==> config.mk <==
export PLATFORM = sky130hd
export DESIGN_NAME = iefilt_front
export DESIGN_NICKNAME = d
export VERILOG_FILES = /design/src/rtl/iefilt_pkg.sv /design/src/rtl/iefilt_front.sv
export VERILOG_INCLUDE_DIRS = /design/src /design/src/rtl
export SDC_FILE = /design/constraint.sdc
export NUM_CORES = 1
export LEC_CHECK = 0
export BUFFER_PORTS_ARGS = -buffer_cell sky130_fd_sc_hd__buf_4
export CAP_MARGIN = 15
export CORE_MARGIN = 1
export CORE_UTILIZATION = 29
export CTS_CLUSTER_DIAMETER = 40
export DETAILED_ROUTE_END_ITERATION = 7
export PLACE_DENSITY = 0.91
export SYNTH_ARGS = -nofsm -noshare
export SYNTH_HDL_FRONTEND = slang
export SYNTH_SLANG_ARGS = --single-unit
==> constraint.sdc <==
create_clock -name clk -period 1.7 [get_ports clk]
set_clock_uncertainty 0.05 [all_clocks]
set_input_delay 0.085 -clock clk [delete_from_list [all_inputs] [get_ports clk]]
set_output_delay 0.085 -clock clk [all_outputs]
set_load 0.1 [all_outputs]
==> src/rtl/assert_macros.svh <==
// assertion macros shared by the filter rtl
`ifndef ASSERT_MACROS_SVH
`define ASSERT_MACROS_SVH
`ifndef SYNTHESIS
// expression holds at every clock edge out of reset
`define AST_HOLDS(label, expr, msg) \
	label: assert property (@(posedge clk) disable iff (!arst_n) (expr)) \
		else $error(msg);
// antecedent in one cycle implies consequent in the next
`define AST_NEXT(label, ante, cons, msg) \
	label: assert property (@(posedge clk) disable iff (!arst_n) (ante) |=> (cons)) \
		else $error(msg);
`else
`define AST_HOLDS(label, expr, msg)
`define AST_NEXT(label, ante, cons, msg)
`endif
`endif

==> src/rtl/iefilt_pkg.sv <==
// shared types and constants of the isolated event filter
package iefilt_pkg;

	localparam int MAX_EVENTS_DEF = 64;
	localparam int TIME_BITS_DEF  = 48;
	localparam int QUEUE_DEPTH    = 2;

	localparam int X_W   = 11;
	localparam int Y_W   = 11;
	localparam int R_W   = 8;
	localparam int WIN_W = 24;
	localparam int K_W   = 6;
	localparam int CFG_W = 24;
	localparam int REG_W = 2;

	// register indexes
	localparam logic [REG_W-1:0] REG_FILTER_ENABLE = 2'd0;
	localparam logic [REG_W-1:0] REG_NEIGHBOR_RADIUS = 2'd1;
	localparam logic [REG_W-1:0] REG_TIME_WINDOW = 2'd2;
	localparam logic [REG_W-1:0] REG_MIN_NEIGHBOR_COUNT = 2'd3;

	// reset values
	localparam logic [R_W-1:0]   RADIUS_RST = 8'd2;
	localparam logic [WIN_W-1:0] WINDOW_RST = 24'd1000;
	localparam logic [K_W-1:0]   MIN_COUNT_RST = 6'd1;

	typedef struct packed {
		logic             enable;
		logic [R_W-1:0]   radius;
		logic [WIN_W-1:0] window;
		logic [K_W-1:0]   min_count;
	} cfg_t;

	// what the back end must do with one queued word
	typedef struct packed {
		logic store;
		logic eval;
		logic ovf;
	} cmd_flags_t;

endpackage

==> src/rtl/iefilt_front.sv <==
// front end: accepts event words, assigns buffer slots, flags batch ends
`include "assert_macros.svh"
module iefilt_front import iefilt_pkg::*; #(
	parameter int MAX_EVENTS = MAX_EVENTS_DEF,
	parameter int TIME_BITS  = TIME_BITS_DEF,
	localparam int IDX_W = $clog2(MAX_EVENTS),
	localparam int CNT_W = $clog2(MAX_EVENTS + 1)
) (
	input  logic                 clk,
	input  logic                 arst_n,
	input  logic                 in_valid,
	output logic                 in_ready,
	input  logic [X_W-1:0]       event_x,
	input  logic [Y_W-1:0]       event_y,
	input  logic [TIME_BITS-1:0] event_time,
	input  logic                 batch_end,
	output logic                 push,
	input  logic                 q_full,
	output cmd_flags_t           push_flags,
	output logic [IDX_W-1:0]     push_addr,
	output logic [CNT_W-1:0]     push_n,
	output logic [X_W-1:0]       push_x,
	output logic [Y_W-1:0]       push_y,
	output logic [TIME_BITS-1:0] push_time
);

	logic [CNT_W-1:0] fill_q;
	logic             ovf_q;
	logic             has_room;

	assign in_ready = !q_full;
	assign push     = in_valid && in_ready;
	assign has_room = fill_q < CNT_W'(MAX_EVENTS);

	// classify the word: store or drop, evaluate on batch end
	assign push_flags.store = has_room;
	assign push_flags.eval  = batch_end;
	assign push_flags.ovf   = ovf_q || !has_room;
	assign push_addr = fill_q[IDX_W-1:0];
	assign push_n    = has_room ? fill_q + CNT_W'(1) : fill_q;
	assign push_x    = event_x;
	assign push_y    = event_y;
	assign push_time = event_time;

	// fill count and overflow mark of the open batch
	always_ff @(posedge clk or negedge arst_n) begin
		if (!arst_n) begin
			fill_q <= '0;
			ovf_q  <= 1'b0;
		end else if (push) begin
			if (batch_end) begin
				fill_q <= '0;
				ovf_q  <= 1'b0;
			end else if (has_room) begin
				fill_q <= fill_q + CNT_W'(1);
			end else begin
				ovf_q <= 1'b1;
			end
		end
	end

	`AST_HOLDS(a_fill_range, fill_q <= CNT_W'(MAX_EVENTS), "fill count beyond capacity")

endmodule

* Yosys cells after proc, flatten, opt, wreduce, memory -nomap -nowiden
Index checks and enable logic that the tools add are counted.
Widths: inputs -> output; s select.
** Word-level totals
- Output and inout port bits :: 88
- Bits in registers :: 8
- Bits of input ports :: 75
** Cells by class
- Reductions and logical operators :: 5
- $lt $le $gt $ge :: 1
- Add/subtract/negate cells :: 1
- Eq/ne operators :: 1
- Mux-type cells :: 4
** Operators by type and width (count)
- $mux 7 :: 2
- $add 7x1->7 const B :: 1
- $lt 7x7->1 const B :: 1
- $logic_not 1->1 :: 2
- $mux 1 :: 2
- $ne 2x2->1 const B :: 1
- $reduce_and 2->1 :: 1
- $logic_and 1x1->1 :: 1
- $logic_or 1x1->1 :: 1

* Logic depth before layout (Yosys ltp)
Gate-level depths: netlist of the first run.
- Depth after elaboration :: 3
- Depth in mapped cells :: 4
- Depth with buffers taken out :: 4

* Worst setup path before layout of the first run
Ideal clock, no wire load.
- Path type :: reg-to-reg
- From :: register fill_q[0]
- To :: register fill_q[6]
- Cell stages (with the launch flop) :: 5
- Setup time :: 0.080 ns
- Path buffers :: 0
- Period minus slack after synthesis :: 3.373 ns
- Data arrival time :: 3.242 ns
- Slack :: -1.673 ns
- Path through :: dfrtp_1 > ha_1 > nand3_1 > o21ai_0 > and3_1
** Between the ends
- Cells in the longest elaborated chain, start to end :: 3
- Elaborated cells between the ends (all ways) :: 4
- Classes of those cells :: 1 x add/sub; 1 x order compare; 2 x mux
** RTL lines
- start, declared :: line iefilt_front.sv:27 : logic [CNT_W-1:0] fill_q;
- start signal, assigned :: line iefilt_front.sv:55 : fill_q <= fill_q + CNT_W'(1);
- $add 7x1->7 or $lt 7x7->1 (tied branches)
- $mux 7 (*) :: line iefilt_front.sv:54 : end else if (has_room) begin
- net push_n[6] :: line iefilt_front.sv:21 : output logic [CNT_W-1:0] push_n,
- $mux 7 (*) :: line iefilt_front.sv:51 : if (batch_end) begin
Mark *: on every way through the listed nets, which the timed path passes. The rest lies on a longest branch.
A chain may end at the register's enable or synchronous reset.

* Worst setup path in the final report of the first run
- From :: register fill_q[0]
- To :: output push_n[4]
** Between the ends
- Cells in the longest elaborated chain, start to end :: 2
- Elaborated cells between the ends (all ways) :: 3
- Classes of those cells :: 1 x add/sub; 1 x order compare; 1 x mux
** RTL lines (line)
- $add 7x1->7 or $lt 7x7->1 (tied branches) :: iefilt_front.sv:40, iefilt_front.sv:33
- $mux 7 (*)
- end, declared :: iefilt_front.sv:21
Every way passes the cells marked *; elsewhere a longest branch is shown, timed or not.

==> results of run 1 <==
-- routing by layer --
layer / track usage [%] / vias up / routed length, um
li1: - / 235 / -
met1: 8.78 / 250 / 583
met2: 18.9 / 54 / 1080
met3: 7.48 / 15 / 310
met4: 10.8 / 0 / 123
met5: 0 / - / 0
-- final cells by class --
cell class	instances	area, um2
fill	355	2500
timing repair buffer	30	251
tap	46	57.6
multi-input combinational	34	374
inverter	3	11.3
sequential	8	201
clock buffer	4	45.0
-- sequential cells by signal (all words and copies together) (netlist names) --
signal,cells
fill_q,7
ovf_q,1
-- placed cells by master (no fill, tap or decap), types with 2 or more instances in the layout --
cell and count:
xnor2_4 3, nand2_1 2, buf_6 3, buf_4 25, nor4_1 2, nor2_1 2, inv_1 3, dfrtp_1 7
clkbuf_8 3, nor2b_1 2, a22o_1 2
-- repair_timing --
action	4_1_cts	5_1_grt
pin swaps	0	1
endpoints found under the setup margin	3	3
buffers inserted	1	1
hold buffers	1	0
hold endpoints to repair	8	0
gates cloned	0	0
gates resized for setup	5	3
-- path summary, 6_finish.rpt --
kind                                        from               endpoint  slack, ns  cells past startpoint
max                        fill_q[0]$_DFFE_PN0P_              push_n[4]       0.04                      5
min                               event_time[16]          push_time[16]       0.12                      0
max reg2reg                fill_q[0]$_DFFE_PN0P_  fill_q[4]$_DFFE_PN0P_       0.15                      5
min reg2reg                    ovf_q$_DFFE_PN0P_      ovf_q$_DFFE_PN0P_       0.53                      2
max in group asynchronous                 arst_n  fill_q[0]$_DFFE_PN0P_       1.30                      2
min in group asynchronous                 arst_n  fill_q[2]$_DFFE_PN0P_       0.16                      2
-- power by group --
part | switching, mW | total, mW | internal [mW]
Clock | 0.0888 | 0.252 | 0.164
Combinational | 0.456 | 0.625 | 0.169
Sequential | 0.0239 | 0.235 | 0.211
-- logic make-up after synthesis --
family	share of synthesized area (%)
simple gates	11.4
flops	18.7
compound gates	7.47
buf+inv	56.1
fa+ha+maj	1.17
xor+xnor	4.08
mux	1.05
==> results by group, run 1 <==
Place
  – Cell count after placement: 118
  – Dpl hpwl: about 1.7 mm
  – Number of buffers added on ports: 22
  – Place WS: 0.131 ns
  – Routability cong.: 0.767
  – Placed cell area: ~840 um2

Critical path
  – Slowest CP cell: dfrtp_2
  – Critical Path End Type: output port
  – Delay-heaviest family, CP: flip-flops
  – Critical Path RT: about 1.6 ns
  – Crit-path max FO: 5
  – Max incr delay on CP: about 0.44 ns
  – CP bufs+invs: 2
  – Critical Path Source Type: register
  – Worst path cell trace: ha_2 -> nand4b_1 -> buf_4 -> xnor2_4 -> buf_12
  – Type of the worst setup path: register to output port
  – CP arrival: around 1.5 ns

Routing
  – Post-DR wirelength/cell: between 15 and 20 um
  – Total number of vias: between 500 and 600
  – Post-Route WL: 2.09 mm
  – Drc violations: 0
  – Final antenna-violating net count: 0
  – Vias per Instance: ~4.4
  – Total iterations of the first detailed-routing run: 3
  – 1st-iter DRT viols: 27

Power and ir drop
  – Worst vdd ir: between 0.2 and 0.25 mV
  – Pwr Total: between 1 and 1.5 mW
  – Leak: between 0.4 and 0.5 nW
  – Pwr Density: roughly 1200 nW/um2

Status
  – Status: complete, no violations

Timing
  – Setup TNS: 0 ns
  – Final min period: between 1.5 and 2 ns
  – Highest clock rate: approximately 600 MHz
  – Worst-margin pin slew: ~0.30 ns
  – Worst slew margin: 80.2%
  – Fin crit share: a little over nine tenths
  – Worst hold slack: 0.120 ns
  – Final setup fails: 0
  – RSZ-0062 raised after global routing: yes
  – Final Hold Vio Count: 0
  – Slew Viols, Final: 0
  – Setup ws final: between 0.03 and 0.04 ns

Yosys
  – Ys flop type: dfrtp_1
  – Ys Warns: 0
  – Netlist cell types: 29
  – Asr flop ratio synth: 100%
  – Sequential cell area fraction in the yosys report: between 10% and 20%
  – Number of enable flip-flop cells after synthesis: 0
  – Post-Syn Area per Cell: just under 9 um2
  – Synth top area cells: buf_4, dfrtp_1, xnor2_1, nand4b_4, a22o_1
  – Most numerous cell in the Yosys netlist: buf_4
  – Syn nets: 200
  – Synth Register Bits: 8
  – Syn Inst Count: 124
  – Post-synthesis cell area: about 1100 um2
  – Post-synth top area cell: buf_4
  – Synth top area share: between 50% and 60%
  – Top cells by count, synth: buf_4, dfrtp_1, xnor2_1

Clocking
  – CTS tree: built
  – H-tree levels: 1
  – Worst-path clk slew: around 0.040 ns
  – Clock Latency Late Sink: approximately 0.24 ns
  – CTS Root Cell: clkbuf_8
  – Max Root-Sink Buffers: 2
  – CTS Buf Count: 3
  – Clock Sink Count: 8

GRT
  – Number of global-route vias before repair: a little under 600
  – All-Layer GR Usage: between 10 and 15%
  – Largest net degree at the start of global routing: 13
  – Global-route wire length before repair: roughly 3.3 mm
  – Initial antenna violation count: 0
  – Grt ovf: 0

Flow run
  – Max-Cap Viols: 0

Floorplanning
  – Num ports: roughly 160
  – # rows: 21
  – Die area: about 4000 um2
  – Starting density of the core: 31.2%
  – Die Wd: around 63 um
  – Die Ht: 62.8 um
  – Core box area: approximately 3400 um2

Layout
  – Antenna cells: 0
  – Fin util: 27.3%
  – Area Overhead vs Synth: -12.3%
  – Final cell area excluding filler cells: roughly 940 um2
  – Share of cells above drive strength 1: around 59%
  – Finished Layout Cells: 125
  – Final-stage net count: 156

Hold path
  – Worst hold path type: primary input to output port
Note: power is estimated with default switching activity, not from simulation.
==> inputs of run 2 (changes only) <==
--- a/config.mk
+++ b/config.mk
@@ -6,13 +6,13 @@
 export SDC_FILE = /design/constraint.sdc
 export NUM_CORES = 1
 export LEC_CHECK = 0
-export BUFFER_PORTS_ARGS = -buffer_cell sky130_fd_sc_hd__buf_4
 export CAP_MARGIN = 15
-export CORE_MARGIN = 1
-export CORE_UTILIZATION = 29
+export CORE_AREA = 2 2 63 65
 export CTS_CLUSTER_DIAMETER = 40
 export DETAILED_ROUTE_END_ITERATION = 7
-export PLACE_DENSITY = 0.91
+export DIE_AREA = 0 0 65 67
+export DONT_BUFFER_PORTS = 1
+export PLACE_DENSITY = 0.54
 export SYNTH_ARGS = -nofsm -noshare
 export SYNTH_HDL_FRONTEND = slang
 export SYNTH_SLANG_ARGS = --single-unit
==> run 2 against run 1 <==
Cell count shrank 2.4%; largest power group unchanged; sequential cell count is the same; routed wire length grew 22%; largest cell class unchanged; non-clock buffer count shrank 5; power grew 0.78%.
==> results by group, run 2 (same netlist as run 1, synthesis figures left out) <==
Power and ir drop
  – Switching Share: 50.3% (-0.82 points)
  – Flop pwr share: 21.6% (+0.5 points)
  – Worst vdd ir: 0.235 mV (-3.7%)
  – Pwr Density: 1170 nW/um2 (-1.3%)
  – Psw: 564 uW (-0.83%)
  – Leak: 0.432 nW (-2.9%)
  – Clock Power Share: 22.8% (about the same)
  – Comb pwr share: 55.6% (-0.6 points)
  – Pint: 557 uW (+2.5%)

Timing
  – RSZ-0062 raised after global routing: yes
  – Worst-margin pin slew: 0.392 ns (+0.0959 ns)
  – Setup TNS: 0 ns (unchanged)
  – Final Hold Vio Count: 0 (unchanged)
  – Slew Viols, Final: 0 (unchanged)
  – Final setup fails: 0 (unchanged)
  – Worst slew margin: 73.8% (-6.5 points)
  – Final min period: 1.66 ns (+0.000244 ns)
  – Highest clock rate: 601 MHz (about the same)
  – Fin crit share: 97.8% (about the same)

Floorplanning
  – # rows: 22 (+4.8%)
  – Starting density of the core: 29.7% (-1.4 points)
  – Num ports: 163 (unchanged)
  – Die Ht: 67 um (+6.7%)
  – Core box area: 3610 um2 (+4.8%)
  – Die area: 4360 um2 (+10%)
  – Die Wd: 65 um (+3.5%)

Place
  – Routability cong.: 0.743 (-3.1%)
  – Dpl hpwl: 2.17 mm (+25%)
  – Placed cell area: 837 um2 (-0.30%)
  – Number of buffers added on ports: 0 (-100%)

Layout
  – Commonest non-fill, non-tap cell in the layout: buf_4
  – Share of cells above drive strength 1: 59.5% (about the same)
  – FF/Latch Area: 204 um2 (+1.2%)
  – Largest reg by FF count: fill_q
  – Antenna cells: 0 (unchanged)
  – Most frequent cells in the layout: buf_4, dfrtp_1, buf_12
  – Filler cell count: 368 (+3.7%)
  – Area Overhead vs Synth: -10.4%
  – Final-stage net count: 151 (-3.2%)
  – Final cell area excluding filler cells: 961 um2 (+2.1%)
  – Largest register FFs: 7 (unchanged)
  – Fin util: 26.6% (-0.69 points)
  – Multi-input gate area: 384 um2 (+2.7%)
  – Largest registers: fill_q (7), ovf_q (1)

Clocking
  – Clock Latency Late Sink: 0.24 ns (about the same)
  – CTS Root Cell: clkbuf_8
  – CTS Buf Count: 3 (unchanged)
  – H-tree levels: 1 (unchanged)
  – Clock Sink Count: 8 (unchanged)
  – Max Root-Sink Buffers: 2 (unchanged)
  – CTS tree: built
  – Worst-path clk slew: 0.05 ns (about the same)

GRT
  – All-Layer GR Usage: 11.1% (-0.24 points)
  – Largest net degree at the start of global routing: 13 (unchanged)
  – Grt ovf: 0 (unchanged)
  – Global-route wire length before repair: 3.46 mm (+3.3%)
  – Initial antenna violation count: 0 (unchanged)
  – Number of global-route vias before repair: 552 (-4.7%)

Critical path
  – Worst Setup SP: fill_q[1]$_DFFE_PN0P_
  – Max incr delay on CP: 0.41 ns (-0.03 ns)
  – Critical Path End Type: output port
  – Reg-to-reg startpoint: fill_q[0]$_DFFE_PN0P_
  – Slowest CP cell: dfrtp_1
  – Worst reg2reg setup slack: 0.17 ns (+0.02 ns)
  – Crit-path max FO: 4 (-1)
  – Worst path cell trace: buf_6 -> nand4b_4 -> nor2_4 -> xor2_4 -> buf_12
  – Critical Path Source Type: register
  – Type of the worst setup path: register to output port
  – Critical Path RT: 1.56 ns (about the same)
  – CP arrival: 1.53 ns (about the same)

Routing
  – Post-DR wirelength/cell: 21.0 um (+25%)
  – Total number of vias: 553 (-0.18%)
  – Drc violations: 0 (unchanged)
  – Post-Route WL: 2.56 mm (+22%)
  – 1st-iter DRT viols: 49 (+81%)
  – Final antenna-violating net count: 0 (unchanged)
  – Total iterations of the first detailed-routing run: 4 (+1)
  – Vias per Instance: 4.53 (+2.3%)

Hold path
  – Worst hold path type: primary input to register
  – Hold Crit Start: batch_end

Flow run
  – Max-Cap Viols: 0 (unchanged)

Status
  – Status: complete, no violations
==> run 2: changes by cell type in the layout (fill, tap and decap cells not counted) <==
| cell | change |
|---|---|
| dfrtp_1 | -2 |
| buf_12 | +4 |
| dfrtp_2 | +2 |
| buf_6 | -2 |
| ha_4 | +1 |
| buf_4 | -7 |
| ha_2 | -1 |
==> run 2: layout make-up <==
class,count,share of cell area (%)
Multi-Input combinational cell,34,40.0
Timing Repair Buffer,25,26.7
Sequential cell,8,21.2
Tap cell,48,6.25
Clock buffer,4,4.69
Inverter,3,1.17
==> run 2: repair_timing <==
item / CTS / global route
hold buffers: 1 / 0
setup buffers: 3 / 3
setup endpoints to repair: 2 / 2
resized for setup: 1 / 5
pin swaps: 1 / 3
hold endpoints to repair: 8 / 0
==> run 2: power by group through the flow <==
stage | combinational, mW | sequential [mW] | clock [mW]
after floorplan | 1.26 | 0.253 | 0
after global placement | 0.593 | 0.243 | 0
after detailed placement | 0.594 | 0.244 | 0
after CTS | 0.621 | 0.237 | 0.260
after global routing | 0.644 | 0.245 | 0.272
final | 0.624 | 0.242 | 0.256
==> run 2: path summary, 6_finish.rpt <==
| check | to | depth (start not counted) |
|---|---|---|
| min in group asynchronous | fill_q[1]$_DFFE_PN0P_ | 1 |
| hold reg to reg | ovf_q$_DFFE_PN0P_ | 2 |
| hold / removal | fill_q[5]$_DFFE_PN0P_ | 2 |
| setup / recovery | push_n[5] | 5 |
| setup reg to reg | fill_q[4]$_DFFE_PN0P_ | 5 |
| max in group asynchronous | fill_q[4]$_DFFE_PN0P_ | 1 |
==> run 2: through the flow <==
stage	cells	total power [mW]	hold slack (ns)	worst slack, ns
after floorplan	124	1.52	-0.261	-0.0700
after global placement	111	0.836	-0.260	0.209
after detailed placement	111	0.838	-0.260	0.193
after CTS	119	1.12	0.0571	-0.00628
after global routing	122	1.16	0.0699	-0.0352
final	122	1.12	0.0499	0.0370
==> run 2: worst max-delay path: cells and delay by family, from the launching register on <==
kind,cells,cell delay [ns]
AND/OR/NAND/NOR,2,0.37
buffers and inverters,2,0.32
flip-flops,1,0.41
XOR/XNOR,1,0.18
==> run 2: metal layers <==
| metal | global-route usage, % | part of all wire (%) |
|---|---|---|
| met1 | 7.06 | 20 |
| met2 | 19.6 | 52 |
| met3 | 12.8 | 25 |
| met4 | 3.72 | 2.4 |
| met5 | 0 | 0 |
==> inputs of run 3 (changes only) <==
--- a/config.mk
+++ b/config.mk
@@ -8,7 +8,7 @@
 export LEC_CHECK = 0
 export CAP_MARGIN = 15
 export CORE_AREA = 2 2 63 65
-export CTS_CLUSTER_DIAMETER = 40
+export CTS_BUF_LIST = sky130_fd_sc_hd__clkbuf_2
 export DETAILED_ROUTE_END_ITERATION = 7
 export DIE_AREA = 0 0 65 67
 export DONT_BUFFER_PORTS = 1
==> constraint.sdc (replaced) <==
create_clock -name clk -period 1.7 [get_ports clk]
set_clock_uncertainty 0.05 [all_clocks]
set_input_delay 0.085 -clock clk [delete_from_list [all_inputs] [get_ports clk]]
set_output_delay 0.085 -clock clk [all_outputs]
set_load 0.01 [all_outputs]
==> run 3 against run 2 <==
Sequential power rose by 7%; hold slack got worse by 0.017 ns; sequential share of layout area rose by 13 points; power fell by 57%; via count fell by 14%; cell count fell by 19%; clock power fell by 53%; worst setup slack improved by 0.062 ns; highest routed layer unchanged.
==> results by group, run 3 (same netlist as run 1, synthesis figures left out) <==
GRT
  – Largest net degree at the start of global routing: 13 (unchanged)
  – Initial antenna violation count: 0 (unchanged)
  – Global-route wire length before repair: 2.93 mm (-15%)
  – Met1 usage: 4.45% (-2.6 points)
  – Most Used Layer, Global Route: met2
  – All-Layer GR Usage: 9.30% (-1.8 points)
  – Number of global-route vias before repair: 457 (-17%)
  – Met2 usage: 17.9% (-1.7 points)
  – GR Util met3: 8.78% (-4.1 points)
  – Grt ovf: 0 (unchanged)

Critical path
  – Max incr delay on CP: 0.55 ns (+0.14 ns)
  – Critical Path RT: 1.56 ns (about the same)
  – Worst path cell trace: nand4b_4 -> nor2_1 -> xor2_1
  – Critical Path Source Type: register
  – Type of the worst setup path: register to output port
  – Slowest CP cell: dfrtp_1
  – Crit-path max FO: 6 (+2)
  – R2R depth: 3 (-2)
  – Critical Path End Type: output port
  – CP arrival: 1.47 ns (-0.06 ns)

Routing
  – Post-Route WL: 2.27 mm (-11%)
  – Vias per Instance: 4.82 (+6.3%)
  – Final antenna-violating net count: 0 (unchanged)
  – Post-DR wirelength/cell: 23.0 um (+9.6%)
  – Total iterations of the first detailed-routing run: 4 (unchanged)
  – 1st-iter DRT viols: 41 (-16%)
  – Drc violations: 0 (unchanged)
  – Total number of vias: 477 (-14%)

Clocking
  – CTS Buf Count: 3 (unchanged)
  – Clock Sink Count: 8 (unchanged)
  – H-tree levels: 1 (unchanged)
  – Max Root-Sink Buffers: 2 (unchanged)
  – CTS Root Cell: clkbuf_2
  – Setup Fix Bufs, Post-CTS: 0 (-3)
  – Clock Latency Late Sink: 0.25 ns (about the same)
  – Worst-path clk slew: 0.09 ns (+0.04 ns)
  – CTS tree: built

Layout
  – Share of cells above drive strength 1: 25.5% (-34 points)
  – Largest registers: fill_q (7), ovf_q (1)
  – Area Overhead vs Synth: -45.5%
  – Antenna cells: 0 (unchanged)
  – Largest reg by FF count: fill_q
  – Commonest non-fill, non-tap cell in the layout: dfrtp_1
  – Filler cell count: 407 (+11%)
  – Most frequent cells in the layout: dfrtp_1, xnor2_1, nor2_1, inv_1, clkbuf_2
  – Final-stage net count: 129 (-15%)
  – Largest register FFs: 7 (unchanged)

Floorplanning
  – Die Ht: 67 um (unchanged)
  – Die area: 4360 um2 (unchanged)
  – Num ports: 163 (unchanged)
  – Starting density of the core: 29.7% (unchanged)
  – # rows: 22 (unchanged)
  – Die Wd: 65 um (unchanged)
  – Core box area: 3610 um2 (unchanged)

Power and ir drop
  – Clock Power Share: 25.0% (+2.2 points)
  – Comb pwr share: 21.3% (-34 points)
  – Pwr Total: 482 uW (-57%)
  – Switching Share: 36.1% (-14 points)
  – Pwr Density: 825 nW/um2 (-29%)
  – Worst vdd ir: 0.0998 mV (-58%)
  – Psw: 174 uW (-69%)
  – Flop pwr share: 53.6% (+32 points)
  – Pint: 308 uW (-45%)
  – Leak: 0.267 nW (-38%)

Timing
  – RSZ-0062 raised after global routing: no
  – Highest clock rate: 624 MHz (+3.9%)
  – Fin crit share: 94.2% (-3.6 points)
  – Final Hold Vio Count: 0 (unchanged)
  – Worst-margin pin slew: 0.383 ns (-0.00897 ns)
  – Worst slew margin: 74.4% (+0.60 points)
  – Final setup fails: 0 (unchanged)
  – Final min period: 1.60 ns (-0.0617 ns)
  – Setup TNS: 0 ns (unchanged)
  – Worst hold slack: 0.0325 ns (-0.0174 ns)
  – Slew Viols, Final: 0 (unchanged)

Status
  – Status: complete, no violations

Place
  – Number of buffers added on ports: 0 (unchanged)
  – Routability cong.: 0.690 (-7.1%)
  – Dpl hpwl: 2.01 mm (-7.4%)

Flow run
  – Max-Cap Viols: 0 (unchanged)

Hold path
  – Worst hold path type: primary input to register
  – Hold path depth: 2 (unchanged)
run 3: cell types whose count changed in the layout (fill, tap and decap cells not counted), moves of 3 or more:
cell	delta
buf_12	-5
xnor2_1	+4
xnor2_4	-3
clkbuf_2	+3
clkbuf_8	-3
buf_4	-16
run 3: stage by stage:
stage                     utilization [%]  setup WS [ns]  cell area [um2]  cells
after floorplan                         -          0.318             1070    124
after global placement               15.4          0.232              557     95
after detailed placement             15.4          0.212              557     95
after CTS                            16.1         0.0307              582     99
after global routing                 16.2         0.0231              584     99
final                                16.2         0.0986              584     99
run 3: critical path, delay by kind of cell, from the launching register on:
family	cells	cell delay, ns
xor+xnor	1	0.28
flops	1	0.55
simple gates	2	0.39
run 3: timing repair:
item,CTS,global route
resized for setup,0,2
endpoints found under the hold margin,8,0
hold buffers,1,0
endpoints found under the setup margin,0,2
run 3: layout make-up:
class | count | area (um2) | area share (%)
multi-input cells | 34 | 270 | 46.3
inverters | 3 | 11.3 | 1.93
well taps | 48 | 60.1 | 10.3
clock buffers | 3 | 15.0 | 2.57
repair buffers | 3 | 25.0 | 4.28
flip-flops and latches | 8 | 203 | 34.7
run 3: metal layers:
metal	share of wire [%]	wire length [um]
met5	0	0
met4	3.6	82
met3	23	513
met2	53	1200
met1	21	473
run 3: power groups by stage:
stage	Sequential [mW]	Combinational (mW)	Clock, mW
floorplan	0.241	0.291	0
global placement	0.259	0.0982	0
detailed placement	0.262	0.0993	0
CTS	0.258	0.105	0.123
global route	0.263	0.113	0.126
finish	0.259	0.103	0.121
run 3: path summary, 6_finish.rpt:
| kind | from | to | slack (ns) |
|---|---|---|---|
| max in group asynchronous | arst_n | fill_q[1]$_DFFE_PN0P_ | 1.17 |
| setup / recovery | fill_q[2]$_DFFE_PN0P_ | push_n[5] | 0.1 |
| hold / removal | batch_end | fill_q[5]$_DFFE_PN0P_ | 0.03 |
| hold reg to reg | ovf_q$_DFFE_PN0P_ | ovf_q$_DFFE_PN0P_ | 0.56 |
| setup reg to reg | fill_q[0]$_DFFE_PN0P_ | fill_q[1]$_DFFE_PN0P_ | 0.25 |
| min in group asynchronous | arst_n | fill_q[5]$_DFFE_PN0P_ | 0.13 |
