## config.mk

```make
export PLATFORM = sky130hd
export DESIGN_NAME = iefilt_queue
export DESIGN_NICKNAME = d
export VERILOG_FILES = /design/src/rtl/iefilt_pkg.sv /design/src/rtl/iefilt_queue.sv
export VERILOG_INCLUDE_DIRS = /design/src /design/src/rtl
export SDC_FILE = /design/constraint.sdc
export NUM_CORES = 1
export LEC_CHECK = 0
export ABC_AREA = 1
export BUFFER_PORTS_ARGS = -buffer_cell sky130_fd_sc_hd__buf_4
export CAP_MARGIN = 15
export CORE_UTILIZATION = 40
export DETAILED_ROUTE_END_ITERATION = 8
export GPL_ROUTABILITY_DRIVEN = 0
export GPL_TIMING_DRIVEN = 0
export PLACE_DENSITY = 0.75
export SETUP_SLACK_MARGIN = 0.5
export SYNTH_ARGS = -nofsm -noshare
export SYNTH_HDL_FRONTEND = slang
export SYNTH_SLANG_ARGS = --single-unit
```

## constraint.sdc

```tcl
create_clock -name clk -period 1.5 [get_ports clk]
set_clock_uncertainty 0.1 [all_clocks]
set_input_delay 0.15 -clock clk [delete_from_list [all_inputs] [get_ports clk]]
set_output_delay 0.15 -clock clk [all_outputs]
set_load 0.02 [all_outputs]
```

## src/rtl/assert_macros.svh

```systemverilog
// assertion macros shared by the filter rtl
`ifndef ASSERT_MACROS_SVH
`define ASSERT_MACROS_SVH
`ifndef SYNTHESIS
// expression holds at every clock edge out of reset
`define AST_HOLDS(label, expr, msg) \
	label: assert property (@(posedge clk) disable iff (!arst_n) (expr)) \
		else $error(msg);
// antecedent in one cycle implies consequent in the next
`define AST_NEXT(label, ante, cons, msg) \
	label: assert property (@(posedge clk) disable iff (!arst_n) (ante) |=> (cons)) \
		else $error(msg);
`else
`define AST_HOLDS(label, expr, msg)
`define AST_NEXT(label, ante, cons, msg)
`endif
`endif

```

## src/rtl/iefilt_pkg.sv

```systemverilog
// shared types and constants of the isolated event filter
package iefilt_pkg;

	localparam int MAX_EVENTS_DEF = 64;
	localparam int TIME_BITS_DEF  = 48;
	localparam int QUEUE_DEPTH    = 2;

	localparam int X_W   = 11;
	localparam int Y_W   = 11;
	localparam int R_W   = 8;
	localparam int WIN_W = 24;
	localparam int K_W   = 6;
	localparam int CFG_W = 24;
	localparam int REG_W = 2;

	// register indexes
	localparam logic [REG_W-1:0] REG_FILTER_ENABLE = 2'd0;
	localparam logic [REG_W-1:0] REG_NEIGHBOR_RADIUS = 2'd1;
	localparam logic [REG_W-1:0] REG_TIME_WINDOW = 2'd2;
	localparam logic [REG_W-1:0] REG_MIN_NEIGHBOR_COUNT = 2'd3;

	// reset values
	localparam logic [R_W-1:0]   RADIUS_RST = 8'd2;
	localparam logic [WIN_W-1:0] WINDOW_RST = 24'd1000;
	localparam logic [K_W-1:0]   MIN_COUNT_RST = 6'd1;

	typedef struct packed {
		logic             enable;
		logic [R_W-1:0]   radius;
		logic [WIN_W-1:0] window;
		logic [K_W-1:0]   min_count;
	} cfg_t;

	// what the back end must do with one queued word
	typedef struct packed {
		logic store;
		logic eval;
		logic ovf;
	} cmd_flags_t;

endpackage

```

## src/rtl/iefilt_queue.sv

```systemverilog
// short fifo between front end and back end
`include "assert_macros.svh"
module iefilt_queue import iefilt_pkg::*; #(
	parameter int WIDTH = 8,
	localparam int PTR_W = $clog2(QUEUE_DEPTH),
	localparam int CNT_W = $clog2(QUEUE_DEPTH + 1)
) (
	input  logic             clk,
	input  logic             arst_n,
	input  logic             push,
	input  logic [WIDTH-1:0] push_data,
	output logic             full,
	output logic             pop_valid,
	input  logic             pop,
	output logic [WIDTH-1:0] pop_data
);

	logic [WIDTH-1:0] entry_q [QUEUE_DEPTH];
	logic [PTR_W-1:0] wr_ptr_q;
	logic [PTR_W-1:0] rd_ptr_q;
	logic [CNT_W-1:0] cnt_q;
	logic             do_pop;

	assign full      = cnt_q == CNT_W'(QUEUE_DEPTH);
	assign pop_valid = cnt_q != '0;
	assign pop_data  = entry_q[rd_ptr_q];
	assign do_pop    = pop && pop_valid;

	// pointers and occupancy
	always_ff @(posedge clk or negedge arst_n) begin
		if (!arst_n) begin
			wr_ptr_q <= '0;
			rd_ptr_q <= '0;
			cnt_q    <= '0;
		end else begin
			if (push) begin
				wr_ptr_q <= (wr_ptr_q == PTR_W'(QUEUE_DEPTH - 1)) ? '0 : wr_ptr_q + PTR_W'(1);
			end
			if (do_pop) begin
				rd_ptr_q <= (rd_ptr_q == PTR_W'(QUEUE_DEPTH - 1)) ? '0 : rd_ptr_q + PTR_W'(1);
			end
			if (push && !do_pop) begin
				cnt_q <= cnt_q + CNT_W'(1);
			end else if (do_pop && !push) begin
				cnt_q <= cnt_q - CNT_W'(1);
			end
		end
	end

	// entry storage
	always_ff @(posedge clk) begin
		if (push) begin
			entry_q[wr_ptr_q] <= push_data;
		end
	end

	`AST_HOLDS(a_no_push_full, !(push && full), "push into full queue")

endmodule

```

-- Word-level counts from Yosys, hierarchy flattened
Memories as Yosys holds them, arrays and structs flattened.
Cells that the tools add are included.
Widths: inputs -> output; s select.
- bits in writable memories: 16
- bits of input ports: 12
- logic and storage cells: 22
- output and inout port bits: 10
- register bits after elaboration: 4
- memories: 1
- memories (memory ; words ; width ; rd ports ; clocked after Yosys merged registers in ; wr ports ; line ; text):
    entry_q ; 2 ; 8 ; 1 ; 0 ; 1 ; iefilt_queue.sv:18 ; logic [WIDTH-1:0] entry_q [QUEUE_DEPTH];
- reductions and logical operators: 7
- equality and inequality tests: 1
- add/subtract/negate cells: 4
- multiplexer cells: 6
- operators with widths (kind ; count):
    $mux 1 ; 4
    $mux 2 ; 2
    $reduce_bool 2->1 ; 2
    $logic_and 1x1->1 ; 3
    $add 1x1->1 const B ; 2
    $add 2x1->2 const B ; 1
    $eq 2x2->1 const B ; 1
    $logic_not 1->1 ; 2
    $sub 2x1->2 const B ; 1

-- Longest topological paths before layout
Gate-level depths: netlist of run 1.
- word-level depth: 5
- depth in mapped cells: 9
- depth with buffers taken out: 9

-- Worst setup path after synthesis of run 1
Ideal clock, no wire load.
- path type: reg2reg
- start point: register cnt_q[0]
- end point: register cnt_q[1]
- setup slack: 0.164 ns
- cell stages (with the launch flop): 9
- setup time: 0.117 ns
- period minus slack after synthesis: 1.336 ns
- buffers on the path: 0
- data arrival time: 1.119 ns
- required time: 1.283 ns
- cells stage by stage: dfrtp_1 > inv_2 > nand2_4 > nand2_2 > ha_1 > inv_1 > nand3_1 > nand2_1 > nand2_1
- longest elaborated chain between the ends: 5
- elaborated cells between the ends (all ways): 10
- classes of those cells: 2 x add/sub; 2 x mux; 6 x reduce/logical
- ends and longest elaborated chain (what ; line ; text):
    start: declaration ; iefilt_queue.sv:21 ; logic [CNT_W-1:0] cnt_q;
    start signal: assignment ; iefilt_queue.sv:43 ; cnt_q <= cnt_q + CNT_W'(1);
    start signal: assignment ; iefilt_queue.sv:45 ; cnt_q <= cnt_q - CNT_W'(1);
    $reduce_bool 2->1 * ; iefilt_queue.sv:25 ; assign pop_valid = cnt_q != '0;
    via pop_valid ; iefilt_queue.sv:13 ; output logic pop_valid,
    $logic_and 1x1->1 * ; iefilt_queue.sv:27 ; assign do_pop = pop && pop_valid;
    $logic_not 1->1 ; iefilt_queue.sv:42 ; if (push && !do_pop) begin
    $logic_and 1x1->1 ; iefilt_queue.sv:42 ;
    $mux 2 or $reduce_bool 2->1 (tied branches) ; -- ;
The timed path passes the listed nets; every way through them passes the cells marked *. The select of a mux whose other input is x is not followed.
A chain may end at the register's enable or synchronous reset.

-- Worst setup path after layout of run 1
- start point: register rd_ptr_q
- end point: output pop_data[1]
- longest elaborated chain between the ends: 1
- ends and longest elaborated chain (what ; line ; text):
    start: declaration ; iefilt_queue.sv:20 ; logic [PTR_W-1:0] rd_ptr_q;
    start signal: assignment ; iefilt_queue.sv:40 ; rd_ptr_q <= (rd_ptr_q == PTR_W'(QUEUE_DEPTH - 1)) ? '0 : rd_ptr_q + PTR_W'(1);
    $mem_v2 2x8 ; -- ;
    end: declaration ; iefilt_queue.sv:15 ; output logic [WIDTH-1:0] pop_data
Every way passes these cells.

==> results of run 1 <==
## state kept, by name, summed over array words and instances, names as in the netlist
register  cells
cnt_q         2
wr_ptr_q      1
rd_ptr_q      1
entry_q      16
## kinds of logic (layout without fill, tap and decap cells)
group         Yosys count  after routing  synth area share [%]
xor+xnor                2              2                 2.184
fa+ha+maj               1              1                 1.560
buf+inv                 8             55                 4.212
flops                  20             20                 72.39
simple gates           38             38                 19.66
## per-layer routing
layer | global-route usage [%] | vias up
li1 | - | 317
met1 | 18.32 | 324
met2 | 29.44 | 19
met3 | 4.615 | 2
met4 | 6.857 | 0
met5 | 0 | -
## worst min-delay path by stage
| stage | start | endpoint | slack (ns) |
|---|---|---|---|
| 2_1_floorplan | arst_n | cnt_q[0]$_DFFE_PN0P_ | -0.25 |
| 3_3_place_gp | arst_n | cnt_q[0]$_DFFE_PN0P_ | -0.15 |
| 3_5_place_dp | arst_n | cnt_q[0]$_DFFE_PN0P_ | -0.15 |
| 4_1_cts | pop | rd_ptr_q$_DFFE_PN0P_ | 0.02 |
| 5_1_grt | pop | rd_ptr_q$_DFFE_PN0P_ | 0.03 |
| 6_report | pop | rd_ptr_q$_DFFE_PN0P_ | 0.03 |
## power by group
group	total, mW	switching (mW)	internal (mW)
clock	0.431	0.161	0.270
combinational	1.32	0.688	0.636
sequential	0.835	0.0781	0.757
## repair_timing
item | 4_1_cts | 5_1_grt
resized for setup | 5 | 10
endpoints found under the hold margin | 21 | 0
pin swaps | 2 | 4
hold buffers | 10 | 0
gates cloned | 1 | 1
setup buffers | 7 | 3
setup endpoints to repair | 29 | 29
## cells in the mapped netlist
| library cell | n |
|---|---|
| sky130_fd_sc_hd__nor2_1 | 2 |
| sky130_fd_sc_hd__inv_1 | 5 |
| sky130_fd_sc_hd__inv_2 | 1 |
| sky130_fd_sc_hd__nand2_4 | 1 |
| sky130_fd_sc_hd__xnor2_1 | 1 |
| sky130_fd_sc_hd__nand2_2 | 1 |
| sky130_fd_sc_hd__edfxtp_1 | 16 |
| sky130_fd_sc_hd__xor2_1 | 1 |
| sky130_fd_sc_hd__ha_1 | 1 |
| sky130_fd_sc_hd__nand2_1 | 31 |
| sky130_fd_sc_hd__nand4_1 | 1 |
| sky130_fd_sc_hd__inv_4 | 1 |
| sky130_fd_sc_hd__dfrtp_1 | 4 |
| sky130_fd_sc_hd__buf_2 | 1 |
| sky130_fd_sc_hd__nand3_1 | 2 |
## final cells by class
cell class,instances,area (um^2),share of cell area [%]
Clock buffer,3,22.52,1.697
Buffer,1,11.26,0.8483
Multi-Input combinational cell,41,250.2,18.85
Tap cell,25,31.28,2.356
Clock inverter,1,30.03,2.262
Timing Repair inverter,1,7.507,0.5655
Timing Repair Buffer,42,356.6,26.86
Sequential cell,20,581.8,43.83
Inverter,7,36.28,2.733
## critical path: stages, from the launching register on
cell and delay (ns):
sky130_fd_sc_hd__dfrtp_1 0.38, sky130_fd_sc_hd__buf_6 0.15, sky130_fd_sc_hd__clkinvlp_4 0.12, sky130_fd_sc_hd__nand2_1 0.09, sky130_fd_sc_hd__nand2_2 0.05, sky130_fd_sc_hd__buf_4 0.15
## per-stage QoR
step | hold WS (ns) | instances
floorplan | -0.2456 | 69
global placement | -0.1499 | 115
detailed placement | -0.1496 | 115
CTS | 0.01974 | 137
global route | 0.03061 | 141
finish | 0.03038 | 141
==> results by stage, run 1 <==
STA:
- The final count of negative-setup-slack endpoints is 0.
- In the post-route analysis, the smallest setup slack over all paths is 0.02717 ns.
- Of the available clock period, the critical path in the final layout requires 98.19%.
- The count of endpoints failing hold in the final timing report is 0.
- The number of max-slew violations in the final report is 0.
- Setup repair after global routing could not meet its margin everywhere.
- At the pin with the least slew margin, the transition time is 0.2479 ns.
- The worst pin sits at a relative slew slack of 83.43%.
- The time the final worst path needs with I/O delays and setup is 1.473 ns.
- The summed negative setup slack over all endpoints is 0 ns.
- The highest achievable clock rate is 679.0 MHz.

Power:
- The maximum vdd drop is 1.395 mV.
- For this design the static power due to leakage is 0.5979 nW.
- The total power per unit cell area is 1952 nW/um^2.
- Overall power consumption after layout is estimated at 2.591 mW.

Routing:
- The via density per instance is 4.695.
- For this block, the routed nets add up to 1764 um of wire.
- Summing over every cut layer, the via total after detailed routing is 662.
- The remaining design rule violation count is 0.
- The highest metal layer with signal wires is met4.
- The met1 wire length is 672 um.
- The number of nets still failing antenna checks after routing is 0.
- The detailed-routed wire length on met2 is 1030 um.
- The violation count after the first detailed-route iteration is 13.
- The number of iterations in the first detailed-routing pass is 4.
- The detailed-route wire length per cell is 12.51 um.
- In the detailed route, the total length drawn on met3 is 52 um.

Logic synthesis:
- The area of the mapped netlist is 802.0 um^2.
- In this run, synthesis produced a sequential element count of 20.
- The cell count after synthesis came out at 69.
- The fraction of post-synthesis cell area in the top cell type by area is 59.91%.
- In this run the mean area of a mapped cell was 11.62 um^2.
- By area the synthesized netlist is led by sky130_fd_sc_hd__edfxtp_1, sky130_fd_sc_hd__nand2_1, sky130_fd_sc_hd__dfrtp_1, sky130_fd_sc_hd__inv_1, sky130_fd_sc_hd__ha_1.
- The number of distinct library cells after synthesis is 15.
- During synthesis, Yosys emitted a total of 0 warnings.
- The library cell occupying the most area in the post-synthesis netlist is sky130_fd_sc_hd__edfxtp_1.
- The portion of the post-synthesis area used by sequential elements is 72.39%.
- The number of nets produced by synthesis is 82.

Floorplan:
- Row generation in the floorplan step produced 15 rows.
- The core outline area is 1802 um^2.
- The horizontal die dimension is 46.78 um.
- The starting utilization of the core area is 44.51%.
- The area of the die is 2188 um^2.
- The number of top-level design ports is 22.
- The height of the die is 46.78 um.

Clock tree:
- The insertion delay of the later-clocked pin in the worst-skew pair is 0.29 ns.
- The clock slew seen by the registers of the worst setup and hold paths is 0.11 ns.
- The CTS tree is built.
- The clock passes through at most 2 buffers.
- The number of buffers added by the clock tree synthesis step is 3.
- The maximum level of the CTS H-tree is 1.
- The number of sinks handled by clock tree synthesis is 20.
- The library cell used as clock root buffer is sky130_fd_sc_hd__clkbuf_4.

GRT:
- The number of antenna violations at the first check in global routing was 0.
- The via count of the first global-routing pass is 578.
- The total grt overflow is 0.
- The overall routing resource usage is 16.45%.
- The largest net degree at the start of global routing is 13.
- The first-pass GRT wire length is 2346 um.

Critical path:
- The startpoint of the most critical register-to-register path is rd_ptr_q$_DFFE_PN0P_.
- The number of cell instances on the worst register-to-register path is 7.
- The endpoint of the worst-slack reg-to-reg timing path is rd_ptr_q$_DFFE_PN0P_.
- The required time reported for the critical path endpoint is 1.25 ns.
- The worst path arrival time is 1.22 ns.
- The critical path capture point type is a primary output.
- The worst-path maximum fanout is 6.
- Across all register-to-register paths, the minimum setup slack is 0.15 ns.
- In this run the worst setup path begins at rd_ptr_q$_DFFE_PN0P_.
- STA classifies the critical path startpoint as a register.
- The critical path is of the register to primary output type.
- The critical path ends at pop_data[1].

Layout:
- The layout overhead on the synthesized area is 65.52%.
- The layout net count is 130.
- The post-route netlist has 51.72% of its cells at a drive strength greater than 1.
- The top cell types in the final layout, fill and taps aside, are sky130_fd_sc_hd__buf_4, sky130_fd_sc_hd__nand2_1, sky130_fd_sc_hd__edfxtp_1, sky130_fd_sc_hd__nand2_2, sky130_fd_sc_hd__dlygate4sd3_1.
- The final-layout fill cell count is 130.
- Summing all non-filler instances in the final layout gives an area of 1328 um^2.
- Cells fill 73.68% of the core in the end.
- The final antenna diode count is 0.
- The most common library cell in the layout ignoring fill and taps is sky130_fd_sc_hd__buf_4.

Job:
- The max-capacitance violation count is 0.

Hold path:
- The instance count along the most critical hold path is 3.
- In this run the worst hold path is classified as input pin to register.

Place:
- The worst setup timing slack at the placement stage is 0.2138 ns.
- The cell area reported after detailed placement is 1041 um^2.
- Input and output buffers added on the ports amount to 21.
- Summed over all nets, the half-perimeter wirelength after detailed placement is 971.4 um.

Status:
- The run finished with clean final reports.
Power figures use the tool's default switching activity.
==> run 2: changes to the inputs <==
- CORE_MARGIN: unset -> 8
==> run 2 against run 1 <==
Effect of this change:
- wire length grew 3.4%
- global-route usage down 6.2 points
- first-iteration DRC count increased by 15%
- final cell count rose by 2.8%
- core utilization shrank 4.2 points
- worst setup slack better by 0.036 ns
- power decreased by 4.0%
- count of clock-buffer cells in the layout unchanged
- worst hold slack worse by 0.014 ns
- fmax rose by 2.5%
- combinational power increased by 6%
- critical path type unchanged
- critical endpoint is now pop_data[6]
==> results by stage, run 2 (synthesized netlist as in run 1, its figures left out) <==
Layout:
- The multi-input logic area was 257.7 um^2 (+3.0%).
- The final-layout fill cell count is 157 (+21%).
- The filler-free cell count of the finished design came to 145 (+2.8%).
- Counting flops per register, the top entry is entry_q.
- The share of post-route cells with drive strength above 1 is 52.54% (+0.82 points).
- The final antenna diode count came to 0 (unchanged).
- The largest registers in the layout are entry_q: 16 flops, cnt_q: 2 flops.
- The register area came to 581.8 um^2 (unchanged).
- In the layout the commonest cells are sky130_fd_sc_hd__buf_4, sky130_fd_sc_hd__nand2_1, sky130_fd_sc_hd__edfxtp_1, sky130_fd_sc_hd__nand2_2, sky130_fd_sc_hd__dlygate4sd3_1.
- The most common library cell in the layout ignoring fill and taps is sky130_fd_sc_hd__buf_4.
- The layout net count is 132 (+1.5%).
- Compared with the post-synthesis result, the final layout area differs by 66.46%.
- The flip-flop count of the largest register, all copies and words added is 16 (unchanged).

Critical path:
- The critical path capture point type is a primary output.
- The endpoint of the worst-slack reg-to-reg timing path is rd_ptr_q$_DFFE_PN0P_.
- The number of cell instances on the worst register-to-register path was 7 (unchanged).
- The required time reported for the critical path endpoint is 1.25 ns (about the same).
- The worst path arrival time is 1.19 ns (-0.03 ns).
- Tracing the worst setup path back leads to its startpoint at rd_ptr_q$_DFFE_PN0P_.
- The worst-path maximum fanout is 6 (unchanged).
- The sort of element at the start of the critical path is a register.
- The reg-to-reg setup timing slack is 0.19 ns (+0.04 ns).
- The startpoint of the most critical register-to-register path is rd_ptr_q$_DFFE_PN0P_.
- The capture point of the worst path is pop_data[6].
- By startpoint and endpoint, the worst setup path is classified as register to primary output.

Floorplan:
- The number of top-level design ports is 22 (unchanged).
- The area of the die came to 3694 um^2 (+69%).
- The floorplan row count is 16 (+1).
- The starting utilization of the core area is 41.73% (-2.8 points).
- The core outline area is 1922 um^2 (+6.7%).
- The height of the die is 60.78 um (+30%).
- The horizontal die dimension is 60.78 um (+30%).

STA:
- The number of max-slew violations in the final report is 0 (unchanged).
- The highest achievable clock rate is 696.0 MHz (+2.5%).
- The summed negative setup slack over all endpoints is 0 ns (unchanged).
- The count of endpoints failing hold in the final timing report is 0 (unchanged).
- The transition time at the pin with the least slew margin is 0.2486 ns (+0.0006301 ns).
- Setup repair after global routing could not meet its margin everywhere.
- The final count of negative-setup-slack endpoints is 0 (unchanged).
- The remaining max-slew budget at the tightest pin was 83.39% (about the same).
- The time the final worst path needs with I/O delays and setup was 1.437 ns (-0.03603 ns).
- The period utilization was 95.79% (-2.4 points).

Clock tree:
- The number of buffers added by the clock tree synthesis step is 3 (unchanged).
- The library cell used as clock root buffer is sky130_fd_sc_hd__clkbuf_4.
- The number of sinks handled by clock tree synthesis was 20 (unchanged).
- The maximum number of buffers from clock root to sink was 2 (unchanged).
- The CTS tree is built.
- The clock slew seen by the registers of the worst setup and hold paths is 0.10 ns (about the same).
- The insertion delay of the later-clocked pin in the worst-skew pair came to 0.29 ns (about the same).
- The maximum level of the CTS H-tree came to 1 (unchanged).

Routing:
- The detailed-route wire length per cell is 12.58 um (+0.55%).
- The violation count after the first detailed-route iteration is 15 (+2).
- The number of nets still failing antenna checks after routing is 0 (unchanged).
- The remaining design rule violation count was 0 (unchanged).
- The via density per instance is 4.497 (-4.2%).
- The via total after detailed routing is 652 (-1.5%).
- The number of iterations in the first detailed-routing pass is 4 (unchanged).
- The routed wire length is 1824 um (+3.4%).

GRT:
- The number of antenna violations at the first check in global routing is 0 (unchanged).
- The via count of the first global-routing pass is 665 (+15%).
- The first-pass GRT wire length is 2766 um (+18%).
- The largest net degree at the start of global routing is 12 (-1).
- The total grt overflow is 0 (unchanged).
- The overall routing resource usage is 10.24% (-6.2 points).

Power:
- The maximum vdd drop is 1.061 mV (-24%).
- The leakage power is 0.5983 nW (about the same).
- The total power per unit cell area is 1862 nW/um^2 (-4.6%).

Job:
- The max-capacitance violation count is 0 (unchanged).

Place:
- The post-placement cell count is 117 (+1.7%).
- The detailed placer's ending HPWL came to 1092 um (+12%).
- The number of buffer cells added on primary ports is 21 (unchanged).

Hold path:
- The instance count along the most critical hold path is 3 (unchanged).
- The tightest min-delay check is of the input pin to register type.

Status:
- The run finished with clean final reports.
## run 2: cell types whose count changed in the layout (fill, tap and decap cells not counted), sizes merged
cell / change
clkinv: +1
bufinv: -1
buf: +2
## run 2: worst min path at each step
| stage | start | endpoint |
|---|---|---|
| 2_1_floorplan | arst_n | cnt_q[0]$_DFFE_PN0P_ |
| 6_report | pop | rd_ptr_q$_DFFE_PN0P_ |
| 5_1_grt | pop | rd_ptr_q$_DFFE_PN0P_ |
| 3_5_place_dp | arst_n | wr_ptr_q$_DFFE_PN0P_ |
| 4_1_cts | pop | rd_ptr_q$_DFFE_PN0P_ |
| 3_3_place_gp | arst_n | cnt_q[0]$_DFFE_PN0P_ |
## run 2: cell type report
class	instances	area share, %
multi-input cells	41	19.31
inverters	7	2.530
clock buffers	3	1.687
plain buffers	1	0.8435
flip-flops and latches	20	43.58
repair buffers	44	28.68
repair inverters	1	0.5623
well taps	27	2.530
clock inverters	1	0.2812
## run 2: per-stage QoR
stage / hold WS (ns) / total power, mW / utilization [%] / worst slack [ns] / cell area (um^2)
global placement: -0.1485 / 1.763 / 54.30 / 0.2673 / 1044
global route: 0.03393 / 2.637 / 69.47 / -0.01839 / 1335
floorplan: -0.2456 / 1.452 / - / 0.2548 / 852.1
CTS: 0.01087 / 2.358 / 67.06 / 0.05098 / 1289
finish: 0.01628 / 2.486 / 69.47 / 0.06320 / 1335
detailed placement: -0.1486 / 1.791 / 54.30 / 0.2222 / 1044
## run 2: power by group
group          internal, mW  switching (mW)  total [mW]
Clock                0.0966           0.153       0.250
Combinational         0.688           0.710        1.40
Sequential            0.757          0.0810       0.838
## run 2: metal layers
layer	wire length (um)	share of wire [%]	vias up	GRT usage [%]
li1	-	-	320	-
met1	700	38	310	9.937
met2	969	53	20	18.85
met3	137	7.5	2	4.025
met4	17	0.93	0	3.987
met5	0	0	-	0
## run 2: what timing repair did
action / in CTS / in global routing
resized for setup: 12 / 6
hold buffers: 10 / 0
hold endpoints to repair: 21 / 0
cloned: 2 / 0
buffers inserted: 9 / 3
pin swaps: 2 / 2
setup endpoints to repair: 28 / 29
## run 2: critical path, stage by stage, from the launching register on
cell and delay [ns]:
sky130_fd_sc_hd__dfrtp_1 0.38, sky130_fd_sc_hd__buf_6 0.14, sky130_fd_sc_hd__clkinvlp_4 0.11, sky130_fd_sc_hd__nand2_1 0.08, sky130_fd_sc_hd__nand2_2 0.04, sky130_fd_sc_hd__buf_4 0.15
==> run 3: changes to the inputs <==
- ABC_AREA: 1 -> unset
==> run 3 against run 2 <==
Effect of this change:
- the run now ends with setup timing left
- final cell count is 25% lower
- combinational power shrank 16%
- die area down 2.1%
- fmax decreased by 6.2%
- via count is 25% lower
- sequential cell count unchanged
- largest cell class unchanged
==> results by stage, run 3 <==
Floorplan:
- The core outline area is 1902 um^2 (-1.0%).
- The horizontal die dimension is 60.15 um (-1.0%).
- The number of top-level design ports is 22 (unchanged).
- The height of the die was 60.15 um (-1.0%).
- The floorplan row count is 16 (unchanged).
- The area of the die was 3617 um^2 (-2.1%).
- The starting utilization of the core area is 40.99% (-0.74 points).

Power:
- The cell-internal power is 1.709 mW (+11%).
- The part of the total power dissipated in sequential elements is 34.0% (+0.3 points).
- The net switching power of the design is 0.7219 mW (-24%).
- The total power per unit cell area is 1886 nW/um^2 (+1.3%).
- The relative contribution of the clock network to total power is 17.8% (+7.8 points).
- The leakage power is 0.5479 nW (-8.4%).
- The maximum vdd drop came to 1.144 mV (+7.8%).
- The combinational fraction of design power is 48.2% (-8.1 points).
- The fraction of power spent switching nets is 29.70% (-8.3 points).

Logic synthesis:
- The most repeated cell in the gate-level netlist after synthesis is sky130_fd_sc_hd__edfxtp_1.
- The share of synthesized cell area in and, or, nand and nor gates is 5.778% (-14 points).
- The multiplexer share of the synthesized area was 11.56% (+12 points).
- The library cell occupying the most area in the post-synthesis netlist is sky130_fd_sc_hd__edfxtp_1.
- The adder and majority cell fraction of the synthesized area is 1.605% (+0.045 points).
- The number of instances in the synthesized netlist is 41 (-41%).
- The number of distinct library cells after synthesis is 13 (-2).
- The number of synthesized flops with an enable pin is 16 (unchanged).
- After synthesis, the largest family of logic cells by area is multiplexers.
- The flip-flop and latch count after synthesis is 20 (unchanged).
- The portion of the post-synthesis area used by sequential elements is 74.48% (+2.1 points).
- The post-synthesis area per instance is 19.01 um^2 (+64%).
- After synthesis, the cell types taking the most area are sky130_fd_sc_hd__edfxtp_1, sky130_fd_sc_hd__dfrtp_1, sky130_fd_sc_hd__mux2_2, sky130_fd_sc_hd__xor2_1, sky130_fd_sc_hd__xnor2_1.
- The number of warnings issued by yosys came to 0 (unchanged).
- The number of nets produced by synthesis came to 54 (-34%).
- The synthesized-area fraction occupied by ao, oa, aoi and oai cells came to 0% (unchanged).
- The commonest register cell after synthesis is sky130_fd_sc_hd__edfxtp_1.
- The fraction of post-synthesis cell area in the top cell type by area is 61.64% (+1.7 points).
- Counting instances in the post-synthesis netlist gives the leading cell types as sky130_fd_sc_hd__edfxtp_1, sky130_fd_sc_hd__mux2_2, sky130_fd_sc_hd__dfrtp_1.
- The share of the synthesized netlist area taken by xor and xnor gates is 5.618% (+3.4 points).
- The area of the mapped netlist came to 779.5 um^2 (-2.8%).
- The fraction of registers with async set or reset after synthesis came to 20.00% (unchanged).

Clock tree:
- The maximum number of buffers from clock root to sink is 2 (unchanged).
- The maximum level of the CTS H-tree is 1 (unchanged).
- The number of buffers added by the clock tree synthesis step is 3 (unchanged).
- The library cell used as clock root buffer is sky130_fd_sc_hd__clkbuf_4.
- The CTS tree is built.
- The number of sinks handled by clock tree synthesis is 20 (unchanged).
- The insertion delay of the later-clocked pin in the worst-skew pair is 0.30 ns (about the same).
- The clock slew seen by the registers of the worst setup and hold paths is 0.12 ns (+0.02 ns).

Layout:
- The final antenna diode count is 0 (unchanged).
- The largest registers in the layout are entry_q: 16 flops, cnt_q: 2 flops.
- In the layout the commonest cells are sky130_fd_sc_hd__edfxtp_1, sky130_fd_sc_hd__buf_4, sky130_fd_sc_hd__buf_6, sky130_fd_sc_hd__dlygate4sd3_1, sky130_fd_sc_hd__mux2_4.
- The largest register by flop count is entry_q.
- The cell area after layout is 1289 um^2 (-3.5%).
- Leaving out fill and tap cells, the most frequent cell in the layout is sky130_fd_sc_hd__edfxtp_1.
- The layout overhead on the synthesized area is 65.33%.
- The layout net count is 96 (-27%).
- The flip-flop count of the largest register, all copies and words added is 16 (unchanged).
- The share of post-route cells with drive strength above 1 came to 60.98% (+8.4 points).

Routing:
- The met3 wirelength from detailed routing came to 76 um (-45%).
- The met1 wire length is 569 um (-19%).
- The violation count after the first detailed-route iteration is 12 (-3).
- The number of nets still failing antenna checks after routing is 0 (unchanged).
- The number of iterations in the first detailed-routing pass is 3 (-1).
- The remaining design rule violation count is 0 (unchanged).
- The via total after detailed routing came to 491 (-25%).
- The via density per instance is 4.505 (+0.18%).
- The detailed-routed wire length on met2 was 893 um (-7.8%).
- The detailed-route wire length per cell came to 14.36 um (+14%).
- The highest metal layer with signal wires is met4.
- The routed wire length is 1565 um (-14%).

STA:
- The count of endpoints failing hold in the final timing report came to 0 (unchanged).
- The worst-case hold slack is 0.08553 ns (+0.06925 ns).
- The highest achievable clock rate came to 653.1 MHz (-6.2%).
- The period utilization is 102.1% (+6.3 points).
- Setup repair after global routing could not meet its margin everywhere.
- The time the final worst path needs with I/O delays and setup came to 1.531 ns (+0.09427 ns).
- The final count of negative-setup-slack endpoints came to 8 (+8).
- The transition time at the pin with the least slew margin is 0.2602 ns (+0.01164 ns).
- The summed negative setup slack over all endpoints is -0.2092 ns (-0.2092 ns).
- The number of max-slew violations in the final report is 0 (unchanged).
- The final worst setup slack was -0.03107 ns (-0.09427 ns).
- The remaining max-slew budget at the tightest pin is 82.62% (-0.77 points).

Status:
- The final reports fail on setup timing.
- The flow ran to the end, but the final reports show violations.

GRT:
- The largest net degree at the start of global routing is 13 (+1).
- The overall routing resource usage is 9.441% (-0.80 points).
- The number of antenna violations at the first check in global routing is 0 (unchanged).
- The total grt overflow was 0 (unchanged).
- The first-pass GRT wire length is 2428 um (-12%).
- The via count of the first global-routing pass is 494 (-26%).

Critical path:
- The signal on the critical path passes through buf_6 -> mux2_4 -> buf_6.
- The number of cell instances on the worst register-to-register path is 6 (-1).
- The longest individual stage delay on the worst path came to 0.39 ns (about the same).
- The library cell appearing most often on the critical path is sky130_fd_sc_hd__buf_6.
- The worst path arrival time is 1.28 ns (+0.09 ns).
- The required time reported for the critical path endpoint is 1.25 ns (about the same).
- The kind of cell with the highest combined delay along the critical path is flip-flops.
- The category of the critical setup timing path is register to primary output.
- The worst setup path is launched from a register.
- The critical path buffer and inverter count is 2 (-1).
- The slowest library cell on the worst path is sky130_fd_sc_hd__dfrtp_1.
- The cell count along the critical path is 3 (-2).
- The critical path capture point type is a primary output.
- The worst-path maximum fanout was 9 (+3).

Place:
- The cell area reported after detailed placement was 1027 um^2 (-1.6%).
- The number of buffer cells added on primary ports was 21 (unchanged).
- The detailed placer's ending HPWL came to 1022 um (-6.3%).

Job:
- The max-capacitance violation count was 0 (unchanged).

Hold path:
- The path class of the tightest hold or removal check is input pin to async pin.
run 3: cell count changes after synthesis, moves of 2 or more:
cell,change
sky130_fd_sc_hd__nand3_1,-2
sky130_fd_sc_hd__nand2_1,-31
sky130_fd_sc_hd__mux2_2,+8
sky130_fd_sc_hd__xor2_1,+2
sky130_fd_sc_hd__inv_1,-5
run 3: power by group through the flow:
stage / logic [mW] / registers [mW] / clock network (mW)
floorplan: 0.621 / 0.828 / 0
global placement: 0.869 / 0.837 / 0
detailed placement: 0.885 / 0.846 / 0
CTS: 1.10 / 0.824 / 0.442
global route: 1.23 / 0.842 / 0.467
finish: 1.17 / 0.826 / 0.432
run 3: cell type report:
cell class / count / area, um^2
multi-input cells: 20 / 261.5
well taps: 27 / 33.78
clock inverters: 1 / 30.03
fillers: 133 / 613.1
repair buffers: 37 / 347.8
plain buffers: 1 / 11.26
flip-flops and latches: 20 / 581.8
clock buffers: 3 / 22.52
run 3: cell families (layout without fill, tap and decap cells):
group,after synthesis,count (layout)
XOR/XNOR,5,5
multiplexers,8,8
AND/OR/NAND/NOR,6,6
adder cells (fa/ha/maj),1,1
buffers and inverters,1,42
flip-flops,20,20
run 3: path summary, 6_finish.rpt:
path                                 startpoint                   end  slack (ns)
max                        rd_ptr_q$_DFFE_PN0P_           pop_data[0]       -0.03
min                                      arst_n  cnt_q[1]$_DFFE_PN0P_        0.09
max reg2reg                cnt_q[0]$_DFFE_PN0P_  cnt_q[1]$_DFFE_PN0P_        0.06
min reg2reg                wr_ptr_q$_DFFE_PN0P_  wr_ptr_q$_DFFE_PN0P_        0.42
max in group asynchronous                arst_n  wr_ptr_q$_DFFE_PN0P_        1.10
min in group clk                           push  cnt_q[0]$_DFFE_PN0P_        0.10
run 3: per-layer routing:
layer  vias up  track usage, %
met1       248           9.311
li1        231               -
met4         0           6.122
met3         2           2.796
met2        10           16.62
met5         -               0
run 3: through the flow:
stage / power (mW) / util (%) / std cells / setup WS (ns)
2_1_floorplan: 1.449 / - / 41 / 0.09477
3_3_place_gp: 1.706 / 54.01 / 89 / 0.09938
3_5_place_dp: 1.732 / 54.01 / 89 / 0.06652
4_1_cts: 2.364 / 65.72 / 106 / -0.03841
5_1_grt: 2.542 / 67.76 / 109 / -0.07299
6_report: 2.431 / 67.76 / 109 / -0.03107
run 3: timing repair:
action | 4_1_cts | 5_1_grt
endpoints found under the setup margin | 29 | 29
endpoints found under the hold margin | 21 | 0
hold buffers | 10 | 0
buffers inserted | 3 | 3
resized for setup | 12 | 4
pin swaps | 3 | 1
